## config.mk

```make
export PLATFORM = sky130hd
export DESIGN_NAME = rrs_outq
export DESIGN_NICKNAME = d
export VERILOG_FILES = /design/src/hw/rtl/rrs_pkg.sv /design/src/hw/rtl/rrs_outq.sv
export SDC_FILE = /design/constraint.sdc
export NUM_CORES = 1
export LEC_CHECK = 0
export ABC_CLOCK_PERIOD_IN_PS = 3900
export BUFFER_PORTS_ARGS = -buffer_cell sky130_fd_sc_hd__buf_2
export CORE_ASPECT_RATIO = 1.25
export CORE_MARGIN = 1
export CORE_UTILIZATION = 52
export CTS_CLUSTER_DIAMETER = 50
export CTS_CLUSTER_SIZE = 10
export DETAILED_ROUTE_END_ITERATION = 10
export PLACE_DENSITY = 0.9
export SYNTH_ARGS = -nofsm -noshare
export SYNTH_HDL_FRONTEND = slang
export SYNTH_SLANG_ARGS = --single-unit
```

## constraint.sdc

```tcl
create_clock -name clock -period 3.9 [get_ports clock]
set_clock_uncertainty 0.2 [all_clocks]
set_input_delay 0.195 -clock clock [delete_from_list [all_inputs] [get_ports clock]]
set_output_delay 0.195 -clock clock [all_outputs]
set_load 0.1 [all_outputs]
```

## src/hw/rtl/rrs_pkg.sv

```systemverilog
// Shared types and constants for the replay retry scheduler.
// Used by every module of the block; depends on nothing.
package rrs_pkg;

   localparam int QUEUE_DEPTH_DEF = 64;
   localparam int RECORD_BITS_DEF = 64;
   localparam int WORD_BITS       = 64;
   localparam int TIME_BITS       = 32;
   localparam int LEVEL_BITS      = 7;
   localparam int FAIL_BITS       = 4;
   localparam int CSR_DATA_BITS   = 16;
   localparam int CSR_INDEX_BITS  = 2;

   localparam logic [15:0] RETRY_DELAY_RST   = 16'd5000;
   localparam logic [15:0] SEND_INTERVAL_RST = 16'd100;
   localparam logic [3:0]  MAX_FAILURES_RST  = 4'd3;
   localparam logic [3:0]  FAIL_SAT          = 4'd15;

   typedef enum logic [2:0] {
      CMD_NEW        = 3'd0,
      CMD_TICK       = 3'd1,
      CMD_RECONNECT  = 3'd2,
      CMD_DISCONNECT = 3'd3,
      CMD_CLEAR      = 3'd4
   } cmd_type;

   typedef enum logic [CSR_INDEX_BITS-1:0] {
      CSR_RETRY_DELAY   = 2'd0,
      CSR_SEND_INTERVAL = 2'd1,
      CSR_MAX_FAILURES  = 2'd2
   } csr_index_type;

   typedef struct packed {
      logic [2:0]           command;
      logic [TIME_BITS-1:0] now_time;
      logic                 link_up;
      logic [WORD_BITS-1:0] sample_word;
      logic                 send_ack;
   } req_word_type;

   typedef struct packed {
      logic                  send_valid;
      logic [WORD_BITS-1:0]  send_word;
      logic                  queued;
      logic                  dropped_full;
      logic                  is_suspended;
      logic                  is_replaying;
      logic                  holding_record;
      logic [LEVEL_BITS-1:0] queue_level;
   } rsp_word_type;

   typedef struct packed {
      logic [15:0]          retry_delay;
      logic [15:0]          send_interval;
      logic [FAIL_BITS-1:0] max_failures;
   } cfg_type;

   typedef struct packed {
      logic                 push;
      logic                 pop;
      logic [WORD_BITS-1:0] data;
   } fifo_cmd_type;

endpackage

```

## src/hw/rtl/rrs_outq.sv

```systemverilog
// Two-entry result queue: output register plus skid stage.
// Depends on rrs_pkg.
module rrs_outq (
   input  logic                  clock,
   input  logic                  reset,
   input  logic                  in_valid,
   input  rrs_pkg::rsp_word_type in_word,
   output logic                  in_full,
   output logic                  rsp_valid,
   input  logic                  rsp_stall,
   output rrs_pkg::rsp_word_type rsp_word
);
   import rrs_pkg::*;

   logic         main_v_ff, skid_v_ff;
   rsp_word_type main_ff, skid_ff;
   logic         advance;

   assign advance = !main_v_ff || !rsp_stall;

   always_ff @(posedge clock) begin
      if (reset) begin
         main_v_ff <= 1'b0;
         skid_v_ff <= 1'b0;
      end else if (advance) begin
         main_v_ff <= skid_v_ff || in_valid;
         skid_v_ff <= 1'b0;
      end else if (in_valid) begin
         skid_v_ff <= 1'b1;
      end
   end

   always_ff @(posedge clock) begin
      if (advance) begin
         main_ff <= skid_v_ff ? skid_ff : in_word;
      end else if (in_valid) begin
         skid_ff <= in_word;
      end
   end

   assign in_full   = skid_v_ff;
   assign rsp_valid = main_v_ff;
   assign rsp_word  = main_ff;

endmodule

```

Word level (Yosys, flattened, before mapping)
Cells that the tools add are included.

cells by class
  mux-type cells = 1
  bitwise operators = 1
  reduce and logical (&&, ||, !) cells = 6

operators by type and width
  operator             count
  two-way mux 77 bit   1
  logical NOT 1 bit    2
  logical OR 1 bit     2
  AND reduction 2 bit  1
  OR reduction 2 bit   1
  NOT 1 bit            1

storage, ports and cells
  flip-flop bits (word level) = 156

Logic depth before layout (Yosys ltp)
  depth in word-level cells = 4
  gate-level depth with buffers = 5

Worst setup path after synthesis
Ideal clock, no wire load.

  kind = reg2reg
  from = register main_v_ff (netlist: rsp_valid)
  to = register skid_ff[0] (netlist bit), enable pin
  setup time = 0.444 ns
  arrival time = 2.935 ns
  required time = 3.256 ns
  slack = 0.320 ns
  cell stages (with the launch flop) = 2
  path buffers = 0
  cells stage by stage = dfxtp_1 -> and3_1

between the ends
  longest elaborated chain between the ends = 4

RTL lines
  element                               RTL line        source
  from (decl)                           rrs_outq.sv:15  logic main_v_ff, skid_v_ff;
  from (signal assigned)                rrs_outq.sv:26  main_v_ff <= skid_v_ff || in_valid;
  logical NOT 1 bit                     rrs_outq.sv:19  assign advance = !main_v_ff || !rsp_stall;
  logical OR 1 bit                      rrs_outq.sv:19
  NOT 1 bit (no source line)            -
  AND reduction 2 bit (no source line)  -
  to (signal assigned)                  rrs_outq.sv:37  skid_ff <= in_word;
  to (decl)                             rrs_outq.sv:16  rsp_word_type main_ff, skid_ff;

Every way passes these cells.
A chain may end at the register's enable or synchronous reset.

Worst setup path after layout
  from = register skid_v_ff (netlist: in_full)
  to = output in_full

RTL lines
  element                 RTL line        source
  from (decl)             rrs_outq.sv:15
  from (signal assigned)  rrs_outq.sv:24  skid_v_ff <= 1'b0;
  from (signal assigned)  rrs_outq.sv:27  skid_v_ff <= 1'b0;
  from (signal assigned)  rrs_outq.sv:29  skid_v_ff <= 1'b1;
  to (decl)               rrs_outq.sv:8   output logic in_full,

No word-level cell between the ends.

==> results.yml <==
outcome:
  outcome: "complete, no violations"
finish:
  n_fill_cell: 602
  antenna_cells: 0
  instances_no_fill: 641
  drive_gt1_share_pct: 52.7
  utilization_pct: 75.6
  area_growth_pct: 40.9
  design_area_um2: 8030
  nets: 577
drt:
  dr.pass1.iters: 4
  routed_wl_um: 11800
  vias: 3192
  drt_iter0_drc: 164
  routed_via_density: 4.98
  wl_per_cell_um: 18.5
  ant_nets: 0
  drc: 0
synthesis:
  synth.top_cell.area_share_pct: 81.2
  ys.flop_type: "edfxtp_1"
  ys_top_cells_by_count: "154 x edfxtp_1, 58 x mux2_2, 19 x mux2_4"
  synth.most_common_cell: "edfxtp_1"
  synth_edf_count: 154
  yosys.area.top_type: "edfxtp_1"
  ys_seq_elements: 156
  syn_inst: 247
  seq_area_frac_synth_pct: 81.9
  synth.distinct_cells: 11
  async_flop_share_pct: 0
  synth_nets: 328
  ys_warn_count: 0
  syn_area_um2: 5700
  post_synth.cell_area_avg_um2: 23.1
  synth.area.top_cells: "edfxtp_1 81%, mux2_2 11%, mux2_4 5.0%, buf_6 0.79%, dfxtp_1 0.70%"
critical_path:
  crit_type: "register to primary output"
  crit_chain: "buf_2"
  r2r_end: "in_full"
  reg2reg_slack_ps: 1580
  cpPeakStageDelay_ps: 1110
  cp_top_family: "flip-flops"
  end_kind: "primary output"
  critPathMaxFanout: 79
  cp-start-kind: "register"
  crit_buf_inv: 1
  worstRegToRegCells: 3
  crit_slowest_cell: "dfxtp_4"
  required_ps: 3500
  arrival_ps: 2130
  reg2reg_from: "in_full"
global_routing:
  grt_pass1_vias: 3507
  grt_first_pass_wirelength_um: 17600
  grt_max_degree: 80
  grt_antenna_before_repair: 0
  grt_overflow: 0
  track_usage_pct: 21.2
cts:
  cts_max_level: 4
  post_cts_buffers: 0
  clk_pin_slew_ps: 60
  clock_sinks: 156
  cts-root-buf: "clkbuf_16"
  cts_buffers: 17
  cts.path.max_buffers: 2
  cts_tree: "built"
  clkLatencyLatePin_ps: 410
  cts_resized: 0
timing:
  rsz0062_at_grt: "no"
  hold_violations: 0
  relSlewSlack_pct: 22.4
  finalCritPeriodShare_pct: 64.7
  fmax_mhz: 396
  slew_violations: 0
  worstMarginPinSlew_ps: 1160
  setup_viol: 0
  finalCriticalPeriod_ps: 2520
  tns_ps: 0
placement:
  place_area_um2: 6600
  dp_hpwl_um: 6130
  dpl.cell_count: 529
  gp_congestion: 0.661
  port_buffers: 159
floorplanning:
  die_y_um: 119
  die_x_um: 95.6
  initial_utilization_pct: 53.7
  die_area_um2: 11400
  ios: 160
  coreArea_um2: 10600
  num_rows: 42
power_and_ir_drop:
  vdd_drop_max_v: 0.000314
  powerDensity_nw_per_um2: 553
  leakage_nw: 3.13
worst_hold_path:
  min_to: "skid_ff[14]"
  hold_path_depth: 2
  hold_class: "input port to register"
  min-delay-start: "in_word[14]"
flow_run:
  drv_cap: 0
==> worst register-to-register path: stages, from the launching register on <==
cell and delay, ps:
dfxtp_4 1110, nor2_1 200, nor3_1 170, dlygate4sd3_1 580
==> registers in the layout, indices dropped and copies added, names as in the netlist <==
signal	cells
rsp_valid	1
in_full	1
rsp_word	77
skid_ff	77
==> power breakdown <==
| group | switching [mW] | internal, mW |
|---|---|---|
| registers | 0.0307 | 1.94 |
| clock network | 0.664 | 1.08 |
| logic | 0.562 | 0.168 |
==> placed cells by master (no fill, tap or decap), drive strengths merged <==
master,count
buf,159
edfxtp,154
dlygate4sd3,80
mux2,77
clkbuf,18
bufinv,4
clkinv,4
clkinvlp,3
inv,3
dfxtp,2
nand2,1
and3,1
nor2,1
a21oi,1
nor3,1
==> routing by layer <==
metal  vias up  GRT usage, %  wire, um
li1       1493             -         -
met4         0          7.65       104
met1      1567          25.4      4890
met5         -             0         0
met2       122          36.7      6210
met3        10          4.98       634
==> final cells by class <==
type                            instances  area [um^2]  area share, %
Multi-Input combinational cell         82          975           12.1
Tap cell                              132          165           2.06
Timing Repair Buffer                  239         1600           19.9
Clock inverter                         14          193           2.40
Sequential cell                       156         4670           58.2
Clock buffer                           18          429           5.35
==> per-stage QoR <==
stage | setup slack, ps | hold WS [ps] | power (mW)
after floorplan | 320 | 64.1 | 2.54
final | 1380 | 315 | 4.44
after global routing | 1270 | 304 | 4.54
after detailed placement | 1790 | 174 | 2.67
after CTS | 1350 | 284 | 4.44
after global placement | 1820 | 167 | 2.65
==> kinds of logic (layout without fill, tap and decap cells) <==
logic type      count (synthesis)  after routing  share of synthesized area, %
compound gates                  1              1                        0.0878
buf+inv                         9            271                          1.23
flops                         156            156                          81.9
mux                            77             77                          16.5
simple gates                    4              4                         0.329
==> what timing repair did <==
action	CTS	global route
endpoints found under the hold margin	156	0
hold buffers	80	0
setup endpoints to repair	0	0
==> worst max-delay path by stage <==
stage / start / cells past startpoint / slack [ps] / endpoint
finish: in_full / 1 / 1380 / in_full
global route: in_full / 1 / 1270 / in_full
CTS: in_full / 1 / 1350 / in_full
detailed placement: in_full / 1 / 1790 / in_full
global placement: in_full / 1 / 1820 / in_full
floorplan: rsp_valid / 1 / 320 / skid_ff[0]
Power figures use the tool's default switching activity.
