[src/hw/rtl/rrs_pkg.sv]
// Shared types and constants for the replay retry scheduler.
// Used by every module of the block; depends on nothing.
package rrs_pkg;

   localparam int QUEUE_DEPTH_DEF = 64;
   localparam int RECORD_BITS_DEF = 64;
   localparam int WORD_BITS       = 64;
   localparam int TIME_BITS       = 32;
   localparam int LEVEL_BITS      = 7;
   localparam int FAIL_BITS       = 4;
   localparam int CSR_DATA_BITS   = 16;
   localparam int CSR_INDEX_BITS  = 2;

   localparam logic [15:0] RETRY_DELAY_RST   = 16'd5000;
   localparam logic [15:0] SEND_INTERVAL_RST = 16'd100;
   localparam logic [3:0]  MAX_FAILURES_RST  = 4'd3;
   localparam logic [3:0]  FAIL_SAT          = 4'd15;

   typedef enum logic [2:0] {
      CMD_NEW        = 3'd0,
      CMD_TICK       = 3'd1,
      CMD_RECONNECT  = 3'd2,
      CMD_DISCONNECT = 3'd3,
      CMD_CLEAR      = 3'd4
   } cmd_type;

   typedef enum logic [CSR_INDEX_BITS-1:0] {
      CSR_RETRY_DELAY   = 2'd0,
      CSR_SEND_INTERVAL = 2'd1,
      CSR_MAX_FAILURES  = 2'd2
   } csr_index_type;

   typedef struct packed {
      logic [2:0]           command;
      logic [TIME_BITS-1:0] now_time;
      logic                 link_up;
      logic [WORD_BITS-1:0] sample_word;
      logic                 send_ack;
   } req_word_type;

   typedef struct packed {
      logic                  send_valid;
      logic [WORD_BITS-1:0]  send_word;
      logic                  queued;
      logic                  dropped_full;
      logic                  is_suspended;
      logic                  is_replaying;
      logic                  holding_record;
      logic [LEVEL_BITS-1:0] queue_level;
   } rsp_word_type;

   typedef struct packed {
      logic [15:0]          retry_delay;
      logic [15:0]          send_interval;
      logic [FAIL_BITS-1:0] max_failures;
   } cfg_type;

   typedef struct packed {
      logic                 push;
      logic                 pop;
      logic [WORD_BITS-1:0] data;
   } fifo_cmd_type;

endpackage

[src/hw/rtl/rrs_sched.sv]
// Scheduler state: link, replay, retry backoff and in-flight record.
// Depends on rrs_pkg; drives the FIFO command of rrs_fifo.
module rrs_sched #(
   parameter int QUEUE_DEPTH = 64,
   parameter int RECORD_BITS = 64
) (
   input  logic                             clock,
   input  logic                             reset,
   input  logic                             accept,
   input  rrs_pkg::req_word_type            req_word,
   input  rrs_pkg::cfg_type                 cfg,
   input  logic [$clog2(QUEUE_DEPTH+1)-1:0] fifo_count,
   input  logic [RECORD_BITS-1:0]           fifo_head,
   output rrs_pkg::fifo_cmd_type            fifo_cmd,
   output rrs_pkg::rsp_word_type            rsp_word
);
   import rrs_pkg::*;

   localparam int CW = $clog2(QUEUE_DEPTH + 1);

   logic                   pend_v_ff, pend_v_in;
   logic [RECORD_BITS-1:0] pend_rec_ff, pend_rec_in;
   logic                   replay_ff, replay_in;
   logic                   begun_ff, begun_in;
   logic                   halted_ff, halted_in;
   logic [FAIL_BITS-1:0]   fail_run_ff, fail_run_in;
   logic [TIME_BITS-1:0]   start_time_ff, start_time_in;
   logic [TIME_BITS-1:0]   last_send_ff, last_send_in;
   logic [TIME_BITS-1:0]   last_fail_ff, last_fail_in;

   cmd_type                cmd;
   logic [TIME_BITS-1:0]   now;
   logic [RECORD_BITS-1:0] sample;
   logic [TIME_BITS-1:0]   since_start, since_send, since_fail;
   logic                   start_wait, send_wait, fail_wait;
   logic                   full;
   logic                   do_push, do_pop, do_try, go_offline;
   logic [RECORD_BITS-1:0] push_rec, try_rec, send_rec;
   logic                   send_v, queued, dropped;
   logic [FAIL_BITS-1:0]   fail_inc;
   logic [CW-1:0]          level;

   assign cmd    = cmd_type'(req_word.command);
   assign now    = req_word.now_time;
   assign sample = req_word.sample_word[RECORD_BITS-1:0];
   assign full   = (fifo_count == CW'(QUEUE_DEPTH));

   assign since_start = now - start_time_ff;
   assign since_send  = now - last_send_ff;
   assign since_fail  = now - last_fail_ff;
   assign start_wait  = since_start < TIME_BITS'(cfg.retry_delay);
   assign send_wait   = (last_send_ff != '0) && (since_send < TIME_BITS'(cfg.send_interval));
   assign fail_wait   = (last_fail_ff != '0) && (since_fail < TIME_BITS'(cfg.retry_delay));
   assign fail_inc    = (fail_run_ff == FAIL_SAT) ? fail_run_ff : fail_run_ff + FAIL_BITS'(1);

   always_comb begin
      pend_v_in     = pend_v_ff;
      pend_rec_in   = pend_rec_ff;
      replay_in     = replay_ff;
      begun_in      = begun_ff;
      halted_in     = halted_ff;
      fail_run_in   = fail_run_ff;
      start_time_in = start_time_ff;
      last_send_in  = last_send_ff;
      last_fail_in  = last_fail_ff;
      do_push       = 1'b0;
      do_pop        = 1'b0;
      do_try        = 1'b0;
      go_offline    = 1'b0;
      push_rec      = sample;
      try_rec       = pend_rec_ff;
      send_v        = 1'b0;
      send_rec      = '0;
      queued        = 1'b0;
      dropped       = 1'b0;

      unique case (cmd)
         CMD_NEW: begin
            if (req_word.link_up && (fifo_count == '0) && !pend_v_ff && !replay_ff) begin
               send_v   = 1'b1;
               send_rec = sample;
               do_push  = !req_word.send_ack;
            end else begin
               do_push = 1'b1;
            end
         end
         CMD_TICK: begin
            if (!req_word.link_up) begin
               go_offline = replay_ff || pend_v_ff;
            end else if (!halted_ff && replay_ff && !(!begun_ff && start_wait)) begin
               begun_in = 1'b1;
               if (!fail_wait) begin
                  if (pend_v_ff) begin
                     do_try = 1'b1;
                  end else if (fifo_count != '0) begin
                     if (!send_wait) begin
                        do_pop  = 1'b1;
                        do_try  = 1'b1;
                        try_rec = fifo_head;
                     end
                  end else begin
                     replay_in = 1'b0;
                  end
               end
            end
         end
         CMD_RECONNECT: begin
            replay_in     = 1'b1;
            begun_in      = 1'b0;
            start_time_in = now;
            fail_run_in   = '0;
            halted_in     = 1'b0;
            last_fail_in  = '0;
         end
         CMD_DISCONNECT: begin
            go_offline = 1'b1;
         end
         CMD_CLEAR: begin
            fail_run_in   = '0;
            halted_in     = 1'b0;
            replay_in     = 1'b0;
            begun_in      = 1'b0;
            pend_v_in     = 1'b0;
            last_send_in  = '0;
            start_time_in = '0;
            last_fail_in  = '0;
         end
         default: begin
         end
      endcase

      // return the in-flight record to the tail and drop out of replay
      if (go_offline) begin
         if (pend_v_ff) begin
            do_push   = 1'b1;
            push_rec  = pend_rec_ff;
            pend_v_in = 1'b0;
         end
         replay_in = 1'b0;
         begun_in  = 1'b0;
      end

      if (do_try) begin
         send_v   = 1'b1;
         send_rec = try_rec;
         if (req_word.send_ack) begin
            pend_v_in    = 1'b0;
            fail_run_in  = '0;
            last_send_in = now;
            last_fail_in = '0;
         end else begin
            pend_v_in    = 1'b1;
            pend_rec_in  = try_rec;
            fail_run_in  = fail_inc;
            last_fail_in = now;
            if (fail_inc >= cfg.max_failures) begin
               halted_in = 1'b1;
            end
         end
      end

      if (do_push) begin
         if (full) begin
            dropped = 1'b1;
            do_push = 1'b0;
         end else begin
            queued = 1'b1;
         end
      end
   end

   always_comb begin
      level = fifo_count;
      if (do_push) begin
         level = fifo_count + CW'(1);
      end else if (do_pop) begin
         level = fifo_count - CW'(1);
      end
   end

   assign fifo_cmd.push = accept && do_push;
   assign fifo_cmd.pop  = accept && do_pop;
   assign fifo_cmd.data = WORD_BITS'(push_rec);

   assign rsp_word.send_valid     = send_v;
   assign rsp_word.send_word      = WORD_BITS'(send_rec);
   assign rsp_word.queued         = queued;
   assign rsp_word.dropped_full   = dropped;
   assign rsp_word.is_suspended   = halted_in;
   assign rsp_word.is_replaying   = replay_in;
   assign rsp_word.holding_record = pend_v_in;
   assign rsp_word.queue_level    = LEVEL_BITS'(level);

   always_ff @(posedge clock) begin
      if (reset) begin
         pend_v_ff     <= 1'b0;
         replay_ff     <= 1'b0;
         begun_ff      <= 1'b0;
         halted_ff     <= 1'b0;
         fail_run_ff   <= '0;
         start_time_ff <= '0;
         last_send_ff  <= '0;
         last_fail_ff  <= '0;
      end else if (accept) begin
         pend_v_ff     <= pend_v_in;
         replay_ff     <= replay_in;
         begun_ff      <= begun_in;
         halted_ff     <= halted_in;
         fail_run_ff   <= fail_run_in;
         start_time_ff <= start_time_in;
         last_send_ff  <= last_send_in;
         last_fail_ff  <= last_fail_in;
      end
   end

   always_ff @(posedge clock) begin
      if (accept) begin
         pend_rec_ff <= pend_rec_in;
      end
   end

endmodule

[config.mk]
export PLATFORM = sky130hd
export DESIGN_NAME = rrs_sched
export DESIGN_NICKNAME = d
export VERILOG_FILES = /design/src/hw/rtl/rrs_pkg.sv /design/src/hw/rtl/rrs_sched.sv
export SDC_FILE = /design/constraint.sdc
export NUM_CORES = 1
export LEC_CHECK = 0
export BUFFER_PORTS_ARGS = -buffer_cell sky130_fd_sc_hd__buf_2
export CAP_MARGIN = 30
export CELL_PAD_IN_SITES_DETAIL_PLACEMENT = 1
export CELL_PAD_IN_SITES_GLOBAL_PLACEMENT = 2
export CORE_ASPECT_RATIO = 1.2
export CORE_UTILIZATION = 36
export CTS_CLUSTER_DIAMETER = 100
export DETAILED_ROUTE_END_ITERATION = 6
export HOLD_SLACK_MARGIN = 0.1
export PLACE_DENSITY = 0.95
export SYNTH_ARGS = -nofsm -noshare
export SYNTH_HDL_FRONTEND = slang
export SYNTH_SLANG_ARGS = --single-unit
[constraint.sdc]
create_clock -name clock -period 19.7 [get_ports clock]
set_input_delay 0.985 -clock clock [delete_from_list [all_inputs] [get_ports clock]]
set_output_delay 0.985 -clock clock [all_outputs]
set_load 0.01 [all_outputs]
; Word-level counts from Yosys, hierarchy flattened
; Index checks and enable logic that the tools add are counted.
[totals]
out_inout_bits = 143
regBits = 168
input_bits = 211
word_cells = 128
[classes]
order_cmp = 4
reduce_logical = 30
bitwise_logic = 1
mux = 70
eq_ne = 8
add_sub_neg = 6
[op_table]
columns = operator, n
row1 = two-way mux 64 bit, 12
row2 = two-way mux 32 bit, 6
row3 = less-than comparator 32 x 16 -> 1 bit, 3
row4 = subtractor 32 bit, 3
row5 = case mux 32 bit (2 select lines), 1
row6 = nonzero test 32 bit, 2
row7 = two-way mux 1 bit, 42
row8 = two-way mux 4 bit, 4
row9 = two-way mux 7 bit, 2
row10 = logical AND 1 bit, 10
row11 = "adder 7 x 1 -> 7 bit, second input constant", 1
row12 = "equality test 7 bit, second input constant", 1
row13 = logical NOT 7 bit, 1
row14 = nonzero test 7 bit, 1
row15 = "subtractor 7 x 1 -> 7 bit, second input constant", 1
row16 = "equality test 3 x 2 -> 1 bit, second input constant", 2
row17 = logical NOT 1 bit, 6
row18 = "inequality test 3 bit, second input constant", 2
row19 = "adder 4 x 1 -> 4 bit, second input constant", 1
row20 = "equality test 4 bit, second input constant", 1
row21 = greater-or-equal comparator 4 bit, 1
row22 = case mux 1 bit (2 select lines), 2
row23 = AND reduction 2 bit, 2
row24 = AND reduction 4 bit, 1
row25 = other kinds (10), 11

; Longest topological paths before layout
[depth]
depth_word = 12
ltp_mapped = 26
mapped_depth_nobuf = 23

; Least setup slack after synthesis
; Ideal clock, no wire load.
[synth_timing]
kind = input to register
startpoint = input req_word[66] (netlist name)
endpoint = register pend_rec_ff[0], enable pin
required_time_ps = 19214
setup_time_ps = 486
path_buffers = 2
slack_ps = 12248
arrival_time_ps = 6966
path_stages = 25
cell_sequence = inv_1 -> ha_1 -> inv_1 -> fa_1 -> a211oi_2 -> o211ai_2 -> nand2_1 -> nand2_1 -> a21o_1 -> a21oi_1 -> xnor2_1 -> ha_1 -> a21o_1 -> a21o_1 -> a22oi_1 -> and4_1 -> nand4_1 -> a211oi_1 -> nand4_1 -> o41ai_2 -> a211oi_2 -> o211ai_2 -> buf_6 -> buf_6 -> nor2_1
[synth_via]
elab_chain_cells = 11
word_cells_on_any_way = 19
classes_between = add/sub (3) / order compare (3) / mux (7) / reduce/logical (6)
[synth_rtl]
columns = item, line_no
row1 = start: declaration, rrs_sched.sv:10  ; input rrs_pkg::req_word_type req_word,
row2 = subtractor 32 bit, rrs_sched.sv:49  ; assign since_send = now - last_send_ff;
row3 = less-than comparator 32 x 16 -> 1 bit, rrs_sched.sv:52  ; assign send_wait = (last_send_ff != '0) && (since_send < TIME_BITS'(cfg.send_interval));
row4 = logical AND 1 bit, rrs_sched.sv:52
row5 = two-way mux 1 bit, rrs_sched.sv:96  ; if (!send_wait) begin
row6 = two-way mux 1 bit, rrs_sched.sv:95  ; end else if (fifo_count != '0) begin
row7 = two-way mux 1 bit, rrs_sched.sv:93  ; if (pend_v_ff) begin
row8 = two-way mux 1 bit, rrs_sched.sv:92  ; if (!fail_wait) begin
row9 = two-way mux 1 bit (*), rrs_sched.sv:90  ; end else if (!halted_ff && replay_ff && !(!begun_ff && start_wait)) begin
row10 = two-way mux 1 bit (*), rrs_sched.sv:88  ; if (!req_word.link_up) begin
row11 = two-way mux 1 bit (*), rrs_sched.sv:77  ; unique case (cmd)
row12 = AND reduction 3 bit (no source line) (*), -
row13 = end signal: assignment, rrs_sched.sv:218  ; pend_rec_ff <= pend_rec_in;
row14 = end: declaration, rrs_sched.sv:22  ; logic [RECORD_BITS-1:0] pend_rec_ff, pend_rec_in;
; Every way passes the cells marked *; elsewhere a longest branch is shown, timed or not.
; A chain may end at the register's enable or synchronous reset.

==> reports/qor.csv <==
stage;metric;value;unit
outcome;status;finished, final reports clean;
pwr;p_comb_share;27.5;%
detailed_routing;first_iter_violations;921;
clock_network;clockBufferDepth;2;
logic_synthesis;yosys_warnings;0;
sta;slew_headroom;33.1;%
clock_network;cts_sinks;168;
sta;fmax;0.126;GHz
pwr;power_density;51.2;nW/um2
pwr;max-vdd-ir-drop;0.0000655;V
pwr;power_frac_clock;37.3;%
sta;fin_crit_sh;40.4;%
placed_design;portBuffers;353;
final_layout;fin_cells;3019;
critical_path;critPathLaunch;req_word[70];
clock_network;cts_max_level;4;
sta;finalMaxSlewViolations;0;
worst_hold_path;min_from;start_time_ff[26];
logic_synthesis;syn_nets;2489;
clock_network;numCtsBuffers;17;
critical_path;end_kind;primary output;
logic_synthesis;synth_cells;2130;
critical_path;crit_fanout;66;
critical_path;path_class;primary input to primary output;
logic_synthesis;synthTopCellsByArea;dfxtp_1 12%, edfxtp_1 11%, ha_1 10%, nand2_1 6.2%, mux2_2 5.9%;
detailed_routing;dr_total_vias;17500;
critical_path;arrival;6.97;ns
sta;fin_tns_setup;0;ns
sta;rsz0062_at_grt;false;
floorplan;rows;87;
grt;antenna_found_initial;15;
grt;grt_pass1_vias;18200;
placed_design;gp_congestion;0.899;
detailed_routing;wl;68100;um
clock_network;ctsHoldBuffers;0;
sta;worstMarginPinSlew;1.00;ns
logic_synthesis;synth.distinct_cells;91;
pwr;leakage;8.63;nW
grt;grt_max_degree;75;
detailed_routing;drtAntennaViolNets;0;
critical_path;crit_required;18.72;ns
worst_hold_path;worstHoldPathType;register to register;
pwr;power.total;1.03;mW
final_layout;mostFrequentLayoutCell;buf_2;
logic_synthesis;synth-edff-count;64;
detailed_routing;via_per_inst;5.79;
grt;overflow;0;
sta;hold_violations;0;
sta;skew;0.0160;ns
pwr;switchingPower;0.341;mW
logic_synthesis;netlist.top_cell.by_area;dfxtp_1;
final_layout;nets;2736;
detailed_routing;wire_per_inst;22.6;um
detailed_routing;firstDrtPassIters;7;
logic_synthesis;synth_flop_cell;dfxtp_1;
clock_network;tritoncts;done;
clock_network;insertion_delay;0.49;ns
logic_synthesis;synthArstFlopShare;0;%
pwr;p_seq_share;35.2;%
logic_synthesis;yosysSeqAreaShare;23.1;%
grt;track_usage;27.2;%
logic_synthesis;synth.avg_cell_area;8.13;um2
placed_design;dp.cells;2981;
clock_network;cts_setup_buffers;0;
sta;setup_viol;0;
run;drv_cap;0;
detailed_routing;post-route-drc-count;0;
clock_network;root_buffer;clkbuf_16;
floorplan;die_h;242;um
clock_network;cts_repair_resize_count;0;
clock_network;clkTransAtPathRegs;0.07;ns
floorplan;boundaryPins;354;
floorplan;start_util;36.7;%
pwr;internal-power;0.686;mW
sta;layout_min_cycle_time;7.96;ns
final_layout;layout_common_cells;353 x buf_2, 285 x nand2_1, 156 x a21oi_1, 149 x inv_1, 145 x ha_1;
critical_path;timing.rr.start;last_send_ff[4];
floorplan;die_w;202;um
pwr;p_sw_share;33.2;%
logic_synthesis;syn-cell-area;17300;um2
final_layout;drive_above_1_share;23.1;%
critical_path;critPathLaunchType;primary input;
logic_synthesis;synth.top_cell.area_share;12.0;%
logic_synthesis;ys_seq_elements;168;
final_layout;syn2layout_area_growth;15.8;%
sta;holdWs;0.455;ns
floorplan;core_area;47200;um2
grt;grt_pass1_wl;104000;um
placed_design;dpl.hpwl;53700;um
floorplan;die_area;49000;um2
stage by stage:
step / utilization, % / cell area, um2 / worst slack, ns
3_3_place_gp: 40.9 / 19300 / 11.89
4_1_cts: 42.4 / 20000 / 11.76
5_1_grt: 42.4 / 20100 / 11.23
3_5_place_dp: 41.1 / 19400 / 11.79
6_report: 42.5 / 20100 / 11.74
2_1_floorplan: - / 17300 / 12.25
power by group through the flow:
stage	clock network [mW]	registers, mW	logic (mW)
floorplan	0	0.369	0.176
global placement	0	0.370	0.269
detailed placement	0	0.370	0.279
CTS	0.392	0.362	0.282
global route	0.404	0.362	0.310
finish	0.383	0.362	0.283
kinds of logic (layout without fill, tap and decap cells):
family	count (synthesis)	after routing	share of synthesized area, %
AOI/OAI and AO/OA	564	564	23.0
xor gates and xnor gates	72	72	3.64
adders and majority gates	148	148	10.8
buffers and inverters	293	553	7.32
DFF	168	168	23.1
muxes	208	208	13.0
other	0	6	0
and+or+nand+nor	677	677	19.1
cells in the mapped netlist (18+ instances only):
master / count
ha_1: 145
a21o_1: 39
mux2_1: 44
xnor2_1: 42
mux2i_1: 73
xor2_1: 30
o21ai_0: 64
nor3_1: 24
nor4_1: 26
dfxtp_1: 104
a22o_1: 64
nand3_1: 65
a211oi_1: 18
and2_1: 72
a31o_1: 47
inv_1: 150
nand4_1: 49
nor2_1: 80
clkbuf_1: 105
mux2_2: 91
o21a_1: 19
a21oi_1: 156
a31o_2: 20
nand2_1: 286
edfxtp_1: 64
final timing paths:
path	end	slack, ns	cells after the start
min	start_time_ff[26]	0.46	2
max reg2reg	last_fail_ff[7]	13.19	21
min reg2reg	start_time_ff[26]	0.46	2
max	rsp_word[1]	11.74	21
layer usage:
layer  part of all wire, %  GRT usage (%)
met5                  0.15              0
met4                   3.9           10.9
met3                   7.1           7.83
met2                    49           48.3
met1                    39           30.1
flip-flops by register name (all words and copies together) (netlist names), 4 cells and up:
register and count:
last_fail_ff 32, start_time_ff 32, last_send_ff 32, pend_rec_ff 64, fail_run_ff 4
cell type report:
class	count	area, um2
diodes	6	15.0
clock buffers	20	489
clock inverters	12	159
fillers	5839	27200
inverters	151	567
multi-input cells	1669	12100
flip-flops and latches	168	4010
well taps	623	779
repair buffers	370	1930
worst max-delay path: stages:
cell,delay (ns)
buf_2,0.17
ha_1,0.41
a21o_1,0.22
a31o_1,0.23
o21ai_1,0.34
nor3b_1,0.34
xnor2_1,0.18
ha_1,0.27
and4_1,0.22
a21oi_1,0.15
a21oi_1,0.09
a2111oi_0,0.61
nand4_1,0.18
a2111oi_0,0.39
nand3_1,0.20
nor4_4,0.56
nor4_4,0.12
nand2_2,0.11
buf_4,0.73
o311ai_1,0.22
buf_2,0.19
Note: power is estimated with default switching activity, not from simulation.
